==> config.mk <==
export PLATFORM = sky130hd
export DESIGN_NAME = ansi_sgr_escape_stripper
export DESIGN_NICKNAME = d
export VERILOG_FILES = /design/src/hw/rtl/asgr_pkg.sv /design/src/hw/rtl/asgr_ram.sv /design/src/hw/rtl/asgr_ctrl.sv /design/src/hw/rtl/asgr_dp.sv /design/src/hw/rtl/ansi_sgr_escape_stripper.sv
export SDC_FILE = /design/constraint.sdc
export NUM_CORES = 1
export LEC_CHECK = 0
export ABC_AREA = 1
export BUFFER_PORTS_ARGS = -buffer_cell sky130_fd_sc_hd__buf_4
export CAP_MARGIN = 20
export CORE_ASPECT_RATIO = 0.9
export CORE_MARGIN = 2
export CORE_UTILIZATION = 60
export DETAILED_ROUTE_END_ITERATION = 12
export PLACE_DENSITY = 0.75
export RECOVER_POWER = 100
export SYNTH_ARGS = -nofsm -noshare
export SYNTH_HDL_FRONTEND = slang
export SYNTH_SLANG_ARGS = --single-unit
==> constraint.sdc <==
create_clock -name clk -period 6.2 [get_ports clk]
set_input_delay 0.31 -clock clk [delete_from_list [all_inputs] [get_ports clk]]
set_output_delay 0.31 -clock clk [all_outputs]
set_load 0.005 [all_outputs]
==> src/hw/rtl/asgr_pkg.sv <==
// Shared types, codes and character constants for the SGR escape stripper.
package asgr_pkg;

	// Characters that the parser recognizes.
	localparam logic [7:0] CH_ESC   = 8'h1B;
	localparam logic [7:0] CH_OPEN  = 8'h5B;
	localparam logic [7:0] CH_END   = 8'h6D;
	localparam logic [7:0] CH_SEP   = 8'h3B;
	localparam logic [7:0] CH_ZERO  = 8'h30;
	localparam logic [7:0] CH_NINE  = 8'h39;

	// A number takes a digit only up to this value; larger values saturate.
	localparam logic [6:0] NUM_LIMIT = 7'd108;
	localparam logic [6:0] NUM_SAT   = 7'd109;

	// Parser mode.
	typedef enum logic [1:0] {
		MODE_PLAIN,
		MODE_ESC,
		MODE_NUM1,
		MODE_NUM2
	} mode_t;

	// Controller states.
	typedef enum logic [2:0] {
		ST_IDLE,
		ST_PLAIN_RD,
		ST_PLAIN_OUT,
		ST_BYTE,
		ST_TAIL_RD,
		ST_TAIL_OUT
	} ctl_state_t;

	// Source of the byte loaded into the output register.
	typedef enum logic [1:0] {
		OSEL_IN,
		OSEL_SAVED,
		OSEL_PEND,
		OSEL_MARK
	} osel_t;

	// Commands from the controller to the datapath.
	typedef struct packed {
		logic  accept;
		logic  idx_clr;
		logic  idx_inc;
		logic  rd_en;
		logic  out_load;
		osel_t out_sel;
		logic  out_tail;
		logic  out_done;
	} cmd_t;

	// Status from the datapath to the controller.
	typedef struct packed {
		logic out_free;
		logic in_end;
		logic dec_plain;
		logic dec_tail;
		logic dec_emit;
		logic dec_marker;
		logic plan_emit;
		logic plan_tail;
		logic plan_end;
		logic idx_last_plain;
		logic idx_last_tail;
	} sts_t;

endpackage

==> src/hw/rtl/asgr_ram.sv <==
// Generic single-write, single-read RAM with registered read data.
module asgr_ram #(
	parameter int WIDTH = 8,
	parameter int DEPTH = 16
) (
	input  logic                     clk,
	input  logic                     we,
	input  logic [$clog2(DEPTH)-1:0] waddr,
	input  logic [WIDTH-1:0]         wdata,
	input  logic                     re,
	input  logic [$clog2(DEPTH)-1:0] raddr,
	output logic [WIDTH-1:0]         rdata
);

	logic [WIDTH-1:0] mem [DEPTH];

	// Write port and registered read port.
	always_ff @(posedge clk) begin
		if (we) begin
			mem[waddr] <= wdata;
		end
		if (re) begin
			rdata <= mem[raddr];
		end
	end

endmodule

==> src/hw/rtl/asgr_ctrl.sv <==
// Controller state machine that sequences accepts, flushes and output loads.
module asgr_ctrl (
	input  logic          clk,
	input  logic          arst_n,
	input  logic          in_valid,
	input  asgr_pkg::sts_t sts,
	output asgr_pkg::cmd_t cmd,
	output logic          in_stall
);

	import asgr_pkg::*;

	ctl_state_t state_q;
	ctl_state_t state_d;

	// State register.
	always_ff @(posedge clk or negedge arst_n) begin
		if (!arst_n) begin
			state_q <= ST_IDLE;
		end else begin
			state_q <= state_d;
		end
	end

	// Next state and commands.
	always_comb begin
		state_d  = state_q;
		cmd      = '0;
		cmd.out_sel = OSEL_IN;
		in_stall = 1'b1;
		unique case (state_q)
			ST_IDLE: begin
				in_stall = !sts.out_free;
				if (in_valid && sts.out_free) begin
					cmd.accept = 1'b1;
					if (sts.dec_plain) begin
						cmd.idx_clr = 1'b1;
						state_d     = ST_PLAIN_RD;
					end else if (sts.dec_tail) begin
						cmd.idx_clr = 1'b1;
						state_d     = ST_TAIL_RD;
					end else if (sts.dec_emit) begin
						// Plain text goes straight to the output register.
						cmd.out_load = 1'b1;
						cmd.out_sel  = OSEL_IN;
						cmd.out_done = sts.in_end;
					end else if (sts.dec_marker) begin
						cmd.out_load = 1'b1;
						cmd.out_sel  = OSEL_MARK;
						cmd.out_done = 1'b1;
					end
				end
			end
			ST_PLAIN_RD: begin
				cmd.rd_en = 1'b1;
				state_d   = ST_PLAIN_OUT;
			end
			ST_PLAIN_OUT: begin
				if (sts.out_free) begin
					cmd.out_load = 1'b1;
					cmd.out_sel  = OSEL_PEND;
					cmd.out_done = sts.plan_end && sts.idx_last_plain
						&& !sts.plan_emit && !sts.plan_tail;
					if (!sts.idx_last_plain) begin
						cmd.idx_inc = 1'b1;
						state_d     = ST_PLAIN_RD;
					end else if (sts.plan_emit) begin
						state_d = ST_BYTE;
					end else if (sts.plan_tail) begin
						cmd.idx_clr = 1'b1;
						state_d     = ST_TAIL_RD;
					end else begin
						state_d = ST_IDLE;
					end
				end
			end
			ST_BYTE: begin
				if (sts.out_free) begin
					cmd.out_load = 1'b1;
					cmd.out_sel  = OSEL_SAVED;
					cmd.out_done = sts.plan_end && !sts.plan_tail;
					if (sts.plan_tail) begin
						cmd.idx_clr = 1'b1;
						state_d     = ST_TAIL_RD;
					end else begin
						state_d = ST_IDLE;
					end
				end
			end
			ST_TAIL_RD: begin
				cmd.rd_en = 1'b1;
				state_d   = ST_TAIL_OUT;
			end
			ST_TAIL_OUT: begin
				if (sts.out_free) begin
					cmd.out_load = 1'b1;
					cmd.out_sel  = OSEL_PEND;
					cmd.out_tail = 1'b1;
					cmd.out_done = sts.plan_end && sts.idx_last_tail;
					if (sts.idx_last_tail) begin
						state_d = ST_IDLE;
					end else begin
						cmd.idx_inc = 1'b1;
						state_d     = ST_TAIL_RD;
					end
				end
			end
			default: begin
				state_d = ST_IDLE;
			end
		endcase
	end

endmodule

==> src/hw/rtl/asgr_dp.sv <==
// Datapath: parser state, byte classification, pending store and output register.
module asgr_dp #(
	parameter int MAX_PENDING = 16
) (
	input  logic           clk,
	input  logic           arst_n,
	input  logic [7:0]     text_byte,
	input  logic           end_of_text,
	input  logic           out_stall,
	input  asgr_pkg::cmd_t cmd,
	output asgr_pkg::sts_t sts,
	output logic           out_valid,
	output logic [7:0]     out_byte,
	output logic           goes_to_tail,
	output logic           carries_byte,
	output logic           text_done
);

	import asgr_pkg::*;

	localparam int CW = $clog2(MAX_PENDING + 1);
	localparam int AW = $clog2(MAX_PENDING);

	// Parser state.
	mode_t         mode_q;
	logic [6:0]    num_q;
	logic [CW-1:0] cnt_q;

	// Plan of the accepted item's flush work.
	logic [CW-1:0] plan_nplain_q;
	logic [CW-1:0] plan_ntail_q;
	logic [7:0]    plan_byte_q;
	logic          plan_emit_q;
	logic          plan_end_q;
	logic [CW-1:0] rd_idx_q;

	// Output register.
	logic          out_valid_q;
	logic [7:0]    out_byte_q;
	logic          out_tail_q;
	logic          out_carries_q;
	logic          out_done_q;

	// Decode results.
	mode_t         mode_d;
	logic [6:0]    num_d;
	logic [CW-1:0] cnt_d;
	logic          flush_old;
	logic          emit;
	logic          store;
	logic          waddr_zero;
	logic          full;
	logic          digit;
	logic          num_open;
	logic [10:0]   num_ext;
	logic [CW-1:0] nplain;
	logic [CW-1:0] ntail;
	logic          marker;
	logic [AW-1:0] waddr;
	logic [7:0]    ram_rdata;
	logic          out_free;

	// Classify the incoming byte and work out the parser's next state.
	always_comb begin
		mode_d     = mode_q;
		num_d      = num_q;
		cnt_d      = cnt_q;
		flush_old  = 1'b0;
		emit       = 1'b0;
		store      = 1'b0;
		waddr_zero = 1'b0;
		full       = (cnt_q == CW'(MAX_PENDING));
		digit      = (text_byte >= CH_ZERO) && (text_byte <= CH_NINE);
		num_open   = digit && (num_q <= NUM_LIMIT);
		num_ext    = (11'(num_q) * 11'd10) + 11'(text_byte[3:0]);
		priority if (mode_q == MODE_ESC && text_byte != CH_OPEN) begin
			// ESC not followed by '[': flush it, then treat this byte as fresh text.
			flush_old = 1'b1;
			if (text_byte == CH_ESC) begin
				store      = 1'b1;
				waddr_zero = 1'b1;
				mode_d     = MODE_ESC;
				num_d      = '0;
				cnt_d      = CW'(1);
			end else begin
				emit   = 1'b1;
				mode_d = MODE_PLAIN;
				num_d  = '0;
				cnt_d  = '0;
			end
		end else if (mode_q == MODE_PLAIN) begin
			if (text_byte == CH_ESC) begin
				store      = 1'b1;
				waddr_zero = 1'b1;
				mode_d     = MODE_ESC;
				cnt_d      = CW'(1);
			end else begin
				emit = 1'b1;
			end
		end else if (mode_q == MODE_ESC || num_open
				|| (mode_q == MODE_NUM1 && text_byte == CH_SEP)) begin
			// Byte joins the sequence, unless the pending store is full.
			if (full) begin
				flush_old = 1'b1;
				emit      = 1'b1;
				mode_d    = MODE_PLAIN;
				num_d     = '0;
				cnt_d     = '0;
			end else begin
				store = 1'b1;
				cnt_d = cnt_q + CW'(1);
				priority if (mode_q == MODE_ESC) begin
					mode_d = MODE_NUM1;
					num_d  = '0;
				end else if (num_open) begin
					num_d = (num_ext > 11'(NUM_LIMIT)) ? NUM_SAT : num_ext[6:0];
				end else begin
					mode_d = MODE_NUM2;
					num_d  = '0;
				end
			end
		end else if (text_byte == CH_END) begin
			// Completed sequence is dropped.
			mode_d = MODE_PLAIN;
			num_d  = '0;
			cnt_d  = '0;
		end else begin
			// Broken sequence goes out as plain text with the breaking byte.
			flush_old = 1'b1;
			emit      = 1'b1;
			mode_d    = MODE_PLAIN;
			num_d     = '0;
			cnt_d     = '0;
		end

		nplain = flush_old ? cnt_q : '0;
		ntail  = (end_of_text && mode_d != MODE_PLAIN) ? cnt_d : '0;
		marker = end_of_text && (nplain == '0) && !emit && (ntail == '0);
		if (end_of_text) begin
			mode_d = MODE_PLAIN;
			num_d  = '0;
			cnt_d  = '0;
		end
	end

	assign waddr = waddr_zero ? '0 : cnt_q[AW-1:0];

	// Pending bytes of the open sequence.
	asgr_ram #(
		.WIDTH (8),
		.DEPTH (MAX_PENDING)
	) u_pend_ram (
		.clk   (clk),
		.we    (cmd.accept && store),
		.waddr (waddr),
		.wdata (text_byte),
		.re    (cmd.rd_en),
		.raddr (rd_idx_q[AW-1:0]),
		.rdata (ram_rdata)
	);

	// Parser state and plan registers.
	always_ff @(posedge clk or negedge arst_n) begin
		if (!arst_n) begin
			mode_q        <= MODE_PLAIN;
			num_q         <= '0;
			cnt_q         <= '0;
			plan_nplain_q <= '0;
			plan_ntail_q  <= '0;
			plan_emit_q   <= 1'b0;
			plan_end_q    <= 1'b0;
		end else if (cmd.accept) begin
			mode_q        <= mode_d;
			num_q         <= num_d;
			cnt_q         <= cnt_d;
			plan_nplain_q <= nplain;
			plan_ntail_q  <= ntail;
			plan_emit_q   <= emit;
			plan_end_q    <= end_of_text;
		end
	end

	always_ff @(posedge clk) begin
		if (cmd.accept) begin
			plan_byte_q <= text_byte;
		end
	end

	// Read index of the flush in progress.
	always_ff @(posedge clk or negedge arst_n) begin
		if (!arst_n) begin
			rd_idx_q <= '0;
		end else if (cmd.idx_clr) begin
			rd_idx_q <= '0;
		end else if (cmd.idx_inc) begin
			rd_idx_q <= rd_idx_q + CW'(1);
		end
	end

	// Output register; a new result loads when the old one is gone or leaves now.
	assign out_free = !out_valid_q || !out_stall;

	always_ff @(posedge clk or negedge arst_n) begin
		if (!arst_n) begin
			out_valid_q <= 1'b0;
		end else if (cmd.out_load) begin
			out_valid_q <= 1'b1;
		end else if (!out_stall) begin
			out_valid_q <= 1'b0;
		end
	end

	always_ff @(posedge clk) begin
		if (cmd.out_load) begin
			out_tail_q <= cmd.out_tail;
			out_done_q <= cmd.out_done;
			unique case (cmd.out_sel)
				OSEL_IN: begin
					out_byte_q    <= text_byte;
					out_carries_q <= 1'b1;
				end
				OSEL_SAVED: begin
					out_byte_q    <= plan_byte_q;
					out_carries_q <= 1'b1;
				end
				OSEL_PEND: begin
					out_byte_q    <= ram_rdata;
					out_carries_q <= 1'b1;
				end
				OSEL_MARK: begin
					out_byte_q    <= '0;
					out_carries_q <= 1'b0;
				end
			endcase
		end
	end

	assign out_valid    = out_valid_q;
	assign out_byte     = out_byte_q;
	assign goes_to_tail = out_tail_q;
	assign carries_byte = out_carries_q;
	assign text_done    = out_done_q;

	// Status toward the controller.
	always_comb begin
		sts                = '0;
		sts.out_free       = out_free;
		sts.in_end         = end_of_text;
		sts.dec_plain      = (nplain != '0);
		sts.dec_tail       = (ntail != '0);
		sts.dec_emit       = emit;
		sts.dec_marker     = marker;
		sts.plan_emit      = plan_emit_q;
		sts.plan_tail      = (plan_ntail_q != '0);
		sts.plan_end       = plan_end_q;
		sts.idx_last_plain = ((rd_idx_q + CW'(1)) == plan_nplain_q);
		sts.idx_last_tail  = ((rd_idx_q + CW'(1)) == plan_ntail_q);
	end

	// The pending count never passes the store's depth.
	assert property (@(posedge clk) disable iff (!arst_n)
		cnt_q <= CW'(MAX_PENDING))
		else $error("pending count beyond store depth");

	// Plain mode holds no pending bytes, and an open sequence holds at least one.
	assert property (@(posedge clk) disable iff (!arst_n)
		(mode_q == MODE_PLAIN) == (cnt_q == '0))
		else $error("pending count disagrees with parser mode");

	// The running number stays at or below its saturation value.
	assert property (@(posedge clk) disable iff (!arst_n)
		num_q <= NUM_SAT)
		else $error("running number beyond saturation");

	// A result is never loaded over one that is still stalled.
	assert property (@(posedge clk) disable iff (!arst_n)
		cmd.out_load |-> out_free)
		else $error("output register overwritten while stalled");

	// A flush never reads past the end of the pending store.
	assert property (@(posedge clk) disable iff (!arst_n)
		cmd.rd_en |-> (rd_idx_q < CW'(MAX_PENDING)))
		else $error("pending read out of range");

endmodule

==> src/hw/rtl/ansi_sgr_escape_stripper.sv <==
// Top level of the SGR escape stripper: controller plus datapath.
// Text enters one byte per transfer and plain bytes leave one per transfer. When a
// sequence breaks or the text ends inside one, the pending bytes are read back from the
// pending RAM, each with a read state and then an output load, and the byte that broke
// the sequence follows unless it is an ESC that opens a new one; input is stalled
// during that flush. A completed color sequence produces no output. Every transfer with
// end_of_text set yields at least one result, the last of them marked with text_done.
// The pending RAM holds MAX_PENDING bytes and needs no clearing after reset.
module ansi_sgr_escape_stripper #(
	parameter int MAX_PENDING = 16
) (
	input  logic       clk,
	input  logic       arst_n,
	input  logic       in_valid,
	output logic       in_stall,
	input  logic [7:0] text_byte,
	input  logic       end_of_text,
	output logic       out_valid,
	input  logic       out_stall,
	output logic [7:0] out_byte,
	output logic       goes_to_tail,
	output logic       carries_byte,
	output logic       text_done
);

	import asgr_pkg::*;

	cmd_t cmd;
	sts_t sts;

	// Sequencing of accepts and flushes.
	asgr_ctrl u_ctrl (
		.clk      (clk),
		.arst_n   (arst_n),
		.in_valid (in_valid),
		.sts      (sts),
		.cmd      (cmd),
		.in_stall (in_stall)
	);

	// Parser, pending store and output register.
	asgr_dp #(
		.MAX_PENDING (MAX_PENDING)
	) u_dp (
		.clk          (clk),
		.arst_n       (arst_n),
		.text_byte    (text_byte),
		.end_of_text  (end_of_text),
		.out_stall    (out_stall),
		.cmd          (cmd),
		.sts          (sts),
		.out_valid    (out_valid),
		.out_byte     (out_byte),
		.goes_to_tail (goes_to_tail),
		.carries_byte (carries_byte),
		.text_done    (text_done)
	);

endmodule
==> results of run 1 <==
==> sequential cells by signal, indices dropped and copies added, names as in the netlist, 2 cells and up <==
register	flops
u_ctrl.state_q	3
u_dp.cnt_q	5
u_dp.mode_q	2
u_dp.num_q	7
u_dp.out_byte	8
u_dp.plan_byte_q	8
u_dp.plan_nplain_q	5
u_dp.plan_ntail_q	5
u_dp.rd_idx_q	5
u_dp.u_pend_ram.mem	128
u_dp.u_pend_ram.rdata	8
==> synth_stat cells, types with 2 or more instances <==
| cell type | count | share of area, % |
|---|---|---|
| edfxtp_1 | 155 | 53 |
| nand2_1 | 116 | 5.0 |
| o21ai_0 | 93 | 5.3 |
| nor2_1 | 85 | 3.6 |
| inv_1 | 81 | 3.5 |
| a21oi_1 | 46 | 2.6 |
| nand3_1 | 36 | 2.1 |
| dfrtp_1 | 35 | 10 |
| clkbuf_1 | 23 | 0.98 |
| o22ai_1 | 22 | 1.6 |
| nand4_1 | 18 | 1.3 |
| ha_1 | 16 | 2.3 |
| o221ai_1 | 16 | 1.6 |
| o21ai_1 | 13 | 0.74 |
| xor2_1 | 10 | 1.0 |
| nor2_2 | 7 | 0.50 |
| buf_2 | 5 | 0.28 |
| inv_2 | 5 | 0.21 |
| nand2_2 | 5 | 0.36 |
| nor3_1 | 5 | 0.28 |
| nand3_2 | 3 | 0.34 |
| xnor2_1 | 3 | 0.30 |
| fa_1 | 2 | 0.46 |
| nor2_4 | 2 | 0.26 |
| nor4_1 | 2 | 0.14 |
| o211ai_1 | 2 | 0.17 |
| o31ai_2 | 2 | 0.28 |
| or2_2 | 2 | 0.14 |
==> power groups by stage <==
stage / Sequential (W) / Combinational (W) / Clock (W)
after global placement: 0.00160 / 0.000742 / 0
after detailed placement: 0.00160 / 0.000759 / 0
after floorplan: 0.00158 / 0.000497 / 0
after CTS: 0.00158 / 0.000763 / 0.00108
final: 0.00158 / 0.000745 / 0.00108
after global routing: 0.00159 / 0.000831 / 0.00114
==> worst paths after layout <==
check,from,endpoint,slack [ns],cells after the start
max in group asynchronous,arst_n,u_dp.num_q[1],4.13,2
min in group asynchronous,arst_n,u_ctrl.state_q[0],0.96,2
min,end_of_text,u_dp.cnt_q[0],0.23,4
max,u_dp.out_valid,u_dp.out_byte[6],2.67,8
max reg2reg,u_dp.out_valid,u_dp.out_byte[6],2.67,8
min reg2reg,u_dp.plan_nplain_q[2],u_dp.plan_nplain_q[2],0.52,2
==> layout make-up <==
class	count	area, um^2	share of cell area (%)
flip-flops and latches	190	5530	57.51
clock inverters	12	143.9	1.496
clock buffers	18	429.2	4.463
multi-input cells	519	2744	28.53
inverters	87	326.6	3.396
well taps	193	241.5	2.511
repair buffers	32	201.4	2.095
==> layer usage <==
| metal | vias up | track usage, % | wire length (um) |
|---|---|---|---|
| li1 | 2956 | - | - |
| met1 | 3059 | 37.04 | 8471 |
| met2 | 364 | 42.57 | 9607 |
| met3 | 45 | 7.336 | 1855 |
| met4 | 0 | 9.035 | 403 |
| met5 | - | 0 | 0 |
==> through the flow <==
stage | total power (W) | hold slack, ns | worst slack (ns) | area, um^2 | std cells
detailed placement | 0.002361 | 0.2930 | 3.157 | 9134 | 1019
finish | 0.003405 | 0.2346 | 2.670 | 9617 | 1051
global placement | 0.002340 | 0.2876 | 3.263 | 9134 | 1019
global route | 0.003557 | 0.2501 | 2.315 | 9617 | 1051
floorplan | 0.002082 | 0.01441 | 3.795 | 8782 | 825
CTS | 0.003424 | 0.2291 | 3.201 | 9717 | 1050
==> worst min-delay path: stages <==
cell and delay (ns):
buf_4 0.13, nor2_4 0.07, nand2_1 0.06, o21ai_0 0.06
==> cells by family after synthesis <==
family          after synthesis  share of synthesized area, %
buf+inv                     116                         5.029
flops                       190                         62.97
compound gates              203                         13.42
xor+xnor                     13                         1.296
simple gates                285                         14.55
fa+ha+maj                    18                         2.735
==> timing repair <==
| item | in CTS | in global routing |
|---|---|---|
| hold endpoints to repair | 35 | 0 |
| gates resized for setup | 0 | 0 |
| setup buffers | 0 | 0 |
| hold buffers | 1 | 0 |
==> results.yml, run 1 <==
outcome:
  status: "complete, but fails checks"
  failed_checks: "max-capacitance violations, max-slew violations"
worst_setup_path:
  cp_common_cell: "nand2_1"
  endpoint_kind: "register"
  startpoint_type: "register"
  crit_family: "simple AND/OR/NAND/NOR gates"
  crit_chain: "nand2_1, nand3_1, inv_1, nand2_1, nor2_1, nand3_1, nand4_1, nand2_1"
  cp_data_required_time_ns: 6.39
  crit_type: "register to register"
  crit_fanout: 28
  cp_num_buf_inv: 1
  slowest_delay_ns: 0.90
  crit_arrival_ns: 3.72
  slowest_stage: "inv_1"
sta:
  fin_crit_sh_pct: 56.93
  min_period_ns: 3.530
  clock_skew_ns: 0.009901
  fmax_mhz: 283.3
  setup_violations: 0
  rsz0062_at_grt: "false"
  tightest_slew_ns: 1.951
  relSlewSlack_pct: -30.05
  setup_tns_ns: 0
  hold_viol_final: 0
  finalMaxSlewViolations: 36
global_route:
  grt_pass1_vias: 6106
  grt_util_all_layers_pct: 27.12
  antenna_found_initial: 0
  grt_first_pass_wirelength_mm: 32.38
  overflow: 0
  grt_max_degree: 55
yosys:
  netlist_area_um2: 8782
  synth_edf_count: 155
  ys_ff_latch: 190
  yosysSeqAreaShare_pct: 62.97
  ys_types: 43
  synth_async_sr_flop_share_pct: 18.42
  synth_nets: 856
  yosys_warnings: 0
  syn_inst: 825
  synth-main-ff-cell: "edfxtp_1"
  syn_area_per_cell_um2: 10.65
route:
  drt_pass1_iterations: 5
  drt_iter0_drc: 852
  drc: 0
  routed_wl_mm: 20.34
  antenna_left: 0
  vias: 6424
  routedWlPerCell_um: 19.35
  vias_per_cell: 6.112
floorplanning:
  start_util_pct: 62.03
  die-height_um: 118.8
  fp.dieW_um: 131.5
  io_pins: 26
  fp.coreArea_um2: 14160
  dieArea_um2: 15620
  rows: 41
cells_and_area:
  final_common_cell: "edfxtp_1"
  layout_common_cells: "edfxtp_1, nand2_1, o21ai_0"
  diodes: 0
  final_util_pct: 67.92
  area_growth_pct: 9.503
  fill_cells: 1086
  final_nets: 878
  drive_above_1_share_pct: 8.159
power_and_ir_drop:
  switchingPower_w: 0.001033
  ir_drop_mv: 0.2517
  power_frac_clock_pct: 31.8
  seq_power_share_pct: 46.3
  pwr-share-comb_pct: 21.9
  power.internal_w: 0.002372
  p_sw_share_pct: 30.35
  p_per_area_nw_per_um2: 354.0
  leakage_nw: 3.634
cts:
  cts_tree: "built"
  clk_path_buf_depth: 2
  clkSinkCount: 190
  cts.clk_slew.worst_paths_ns: 0.06
  cts_max_level: 4
  insertion_delay_ns: 0.44
  cts_buffers: 17
  clockRootBuffer: "clkbuf_16"
run:
  max_cap_viol_count: 1
place:
  io_buffers: 25
  gp_congestion: 0.9327
  hpwl_mm: 13.22
worst_hold_path:
  hold_class: "input pin to register"
Note: power is estimated with default switching activity, not from simulation.
==> run 2: changes to the inputs <==
--- a/config.mk
+++ b/config.mk
@@ -5,14 +5,14 @@
 export SDC_FILE = /design/constraint.sdc
 export NUM_CORES = 1
 export LEC_CHECK = 0
-export ABC_AREA = 1
+export ABC_AREA = 0
 export BUFFER_PORTS_ARGS = -buffer_cell sky130_fd_sc_hd__buf_4
 export CAP_MARGIN = 20
 export CORE_ASPECT_RATIO = 0.9
 export CORE_MARGIN = 2
-export CORE_UTILIZATION = 60
+export CORE_UTILIZATION = 56
 export DETAILED_ROUTE_END_ITERATION = 12
-export PLACE_DENSITY = 0.75
+export PLACE_DENSITY = 0.74
 export RECOVER_POWER = 100
 export SYNTH_ARGS = -nofsm -noshare
 export SYNTH_HDL_FRONTEND = slang
==> constraint.sdc (replaced) <==
create_clock -name clk -period 3.1 [get_ports clk]
set_input_delay 0.155 -clock clk [delete_from_list [all_inputs] [get_ports clk]]
set_output_delay 0.155 -clock clk [all_outputs]
set_load 0.005 [all_outputs]
==> run 2 against run 1 <==
Compared with the run above:
- synthesized cell count fell by 30%
- critical path type unchanged
- flip-flop and latch count did not move
- final cell count fell by 20%
- critical path depth rose by 3
- the run still ends with max-capacitance violations, max-slew violations left
- cell area rose by 3.3%
- clock power rose by 110%
- sequential share of layout area fell by 1.8 points
- register-to-register slack got worse by 2.5 ns
- wire length fell by 6.9%
==> results.yml, run 2 <==
place:
  dpl_worst_slack_ns: -0.02341
  place_inst: 808
  io_buffers: 25
  hpwl_mm: 12.33
  gp_congestion: 0.9197
cells_and_area:
  layout_common_cells: "edfxtp_1, mux4_2, nor2_1"
  top_register: "u_dp.u_pend_ram.mem"
  final_common_cell: "edfxtp_1"
  drive_above_1_share_pct: 20.56
  largest_reg_flops: 128
  fin_cells: 844
  area_growth_pct: 12.66
  final_nets: 660
  diodes: 0
cts:
  clockRootBuffer: "clkbuf_16"
  cts.clk_slew.worst_paths_ns: 0.07
  insertion_delay_ns: 0.42
  cts_tree: "built"
  clkSinkCount: 190
  cts_max_level: 4
  clk_path_buf_depth: 2
  cts_buffers: 17
floorplanning:
  start_util_pct: 57.29
  fp.dieW_um: 136.2
  io_pins: 26
  die-height_um: 123.0
  fp.coreArea_um2: 15390
  dieArea_um2: 16760
  rows: 43
sta:
  rsz0062_at_grt: "false"
  setup_ws_ns: 0.1487
  setup_violations: 0
  relSlewSlack_pct: -31.75
  min_period_ns: 2.951
  clock_skew_ns: 0.008121
  fin_crit_sh_pct: 95.20
  finalMaxSlewViolations: 36
  hold_viol_final: 0
  fmax_mhz: 338.8
  tightest_slew_ns: 1.976
route:
  vias: 5414
  drt_pass1_iterations: 5
  wl_met1_mm: 8.216
  vias_per_cell: 6.415
  dr_wl_met2_mm: 9.204
  drt_iter0_drc: 504
  highest_layer: "met4"
  routed_wl_mm: 18.93
  routedWlPerCell_um: 22.43
  wl_met3_mm: 1.350
  antenna_left: 0
  drc: 0
yosys:
  yosysTopAreaCell: "edfxtp_1"
  synth_nets: 611
  ys_ff_latch: 190
  synth_common_cells: "edfxtp_1, mux4_2, nor2_1"
  ys_types: 79
  yosysSeqAreaShare_pct: 62.74
  syn_inst: 580
  synthTopCellsByArea: "edfxtp_1, mux4_2, dfrtp_1"
  synth_async_sr_flop_share_pct: 18.42
  synth-main-ff-cell: "edfxtp_1"
  netlist_area_um2: 8815
  synth_edf_count: 155
  yosysMostFrequentCell: "edfxtp_1"
  syn_area_per_cell_um2: 15.20
  netlist.area_leader.share_pct: 52.80
  yosys_warnings: 0
worst_setup_path:
  crit_type: "register to register"
  ff2ff_path_depth: 11
  crit_arrival_ns: 3.26
  crit_fanout: 5
  endpoint_kind: "register"
  startpoint_type: "register"
  cp_data_required_time_ns: 3.41
power_and_ir_drop:
  p_per_area_nw_per_um2: 791.0
  ir_drop_mv: 0.8224
  leakage_nw: 3.560
outcome:
  status: "complete, but fails checks"
  failed_checks: "max-capacitance violations, max-slew violations"
global_route:
  overflow: 0
  grt_max_degree: 36
  grt_util_all_layers_pct: 24.29
  antenna_found_initial: 0
  grt_first_pass_wirelength_mm: 29.86
  grt_pass1_vias: 5172
worst_hold_path:
  hold_class: "input pin to register"
  min_path_cells: 3
run:
  max_cap_viol_count: 1
==> run 2: what timing repair did <==
| action | CTS | global route |
|---|---|---|
| buffers inserted | 0 | 2 |
| endpoints found under the setup margin | 4 | 16 |
| pin swaps | 0 | 1 |
| hold buffers | 2 | 0 |
| cloned | 0 | 0 |
| gates resized for setup | 1 | 6 |
| hold endpoints to repair | 36 | 0 |
==> run 2: logic make-up after synthesis <==
logic type                 count (synthesis)  synth area share [%]
AOI/OAI and AO/OA                        114                 10.21
xor gates and xnor gates                  22                 2.512
adders and majority gates                 18                 2.725
buffers and inverters                     40                 1.916
DFF                                      190                 62.74
muxes                                     47                 11.03
and+or+nand+nor                          149                 8.872
==> run 2: worst paths after layout <==
kind	start	end	slack [ns]
setup reg to reg	u_dp.num_q[1]	u_dp.num_q[1]	0.15
min in group asynchronous	arst_n	u_dp.rd_idx_q[0]	0.84
setup / recovery	u_dp.num_q[1]	u_dp.num_q[1]	0.15
max in group asynchronous	arst_n	u_dp.rd_idx_q[0]	0.99
hold / removal	end_of_text	u_dp.cnt_q[2]	0.14
hold reg to reg	u_dp.plan_end_q	u_dp.plan_end_q	0.50
==> run 2: routing by layer <==
metal	vias up	track usage, %
met1	2741	35.23
met3	13	5.207
met2	269	38.66
li1	2391	-
met5	-	0
met4	0	5.143
==> run 2: worst max-delay path, stage by stage (launching register included) <==
cell,delay (ns)
dfrtp_1,0.44
ha_1,0.33
ha_1,0.18
inv_1,0.06
fa_1,0.44
xnor2_2,0.17
clkbuf_2,0.14
nor4_1,0.27
a311oi_1,0.10
o311ai_2,0.42
nor2_1,0.10
a22o_1,0.19
==> run 2: through the flow <==
stage / util (%) / setup TNS [ns] / power (W) / instance area, um^2 / hold WS (ns)
after floorplan: - / 0 / 0.005018 / 8815 / -0.1406
after global placement: 60.75 / 0 / 0.005667 / 9348 / 0.1333
after detailed placement: 60.75 / -0.04603 / 0.005704 / 9348 / 0.1400
after CTS: 64.89 / 0 / 0.007939 / 9985 / 0.1099
after global routing: 64.54 / 0 / 0.008211 / 9931 / 0.1272
final: 64.54 / 0 / 0.007855 / 9931 / 0.1399
==> run 2: cell type report <==
cell class	count	area, um^2
Sequential cell	190	5532
Fill cell	1082	5456
Multi-Input combinational cell	350	3147
Clock buffer	17	425.4
Timing Repair Buffer	54	330.3
Tap cell	202	252.7
Clock inverter	15	183.9
Inverter	16	60.06
==> run 2: report_power, final <==
part	switching (W)	internal [W]
Combinational	0.00126	0.00107
Clock	0.000945	0.00128
Sequential	0.000192	0.00310
Total	0.00240	0.00545
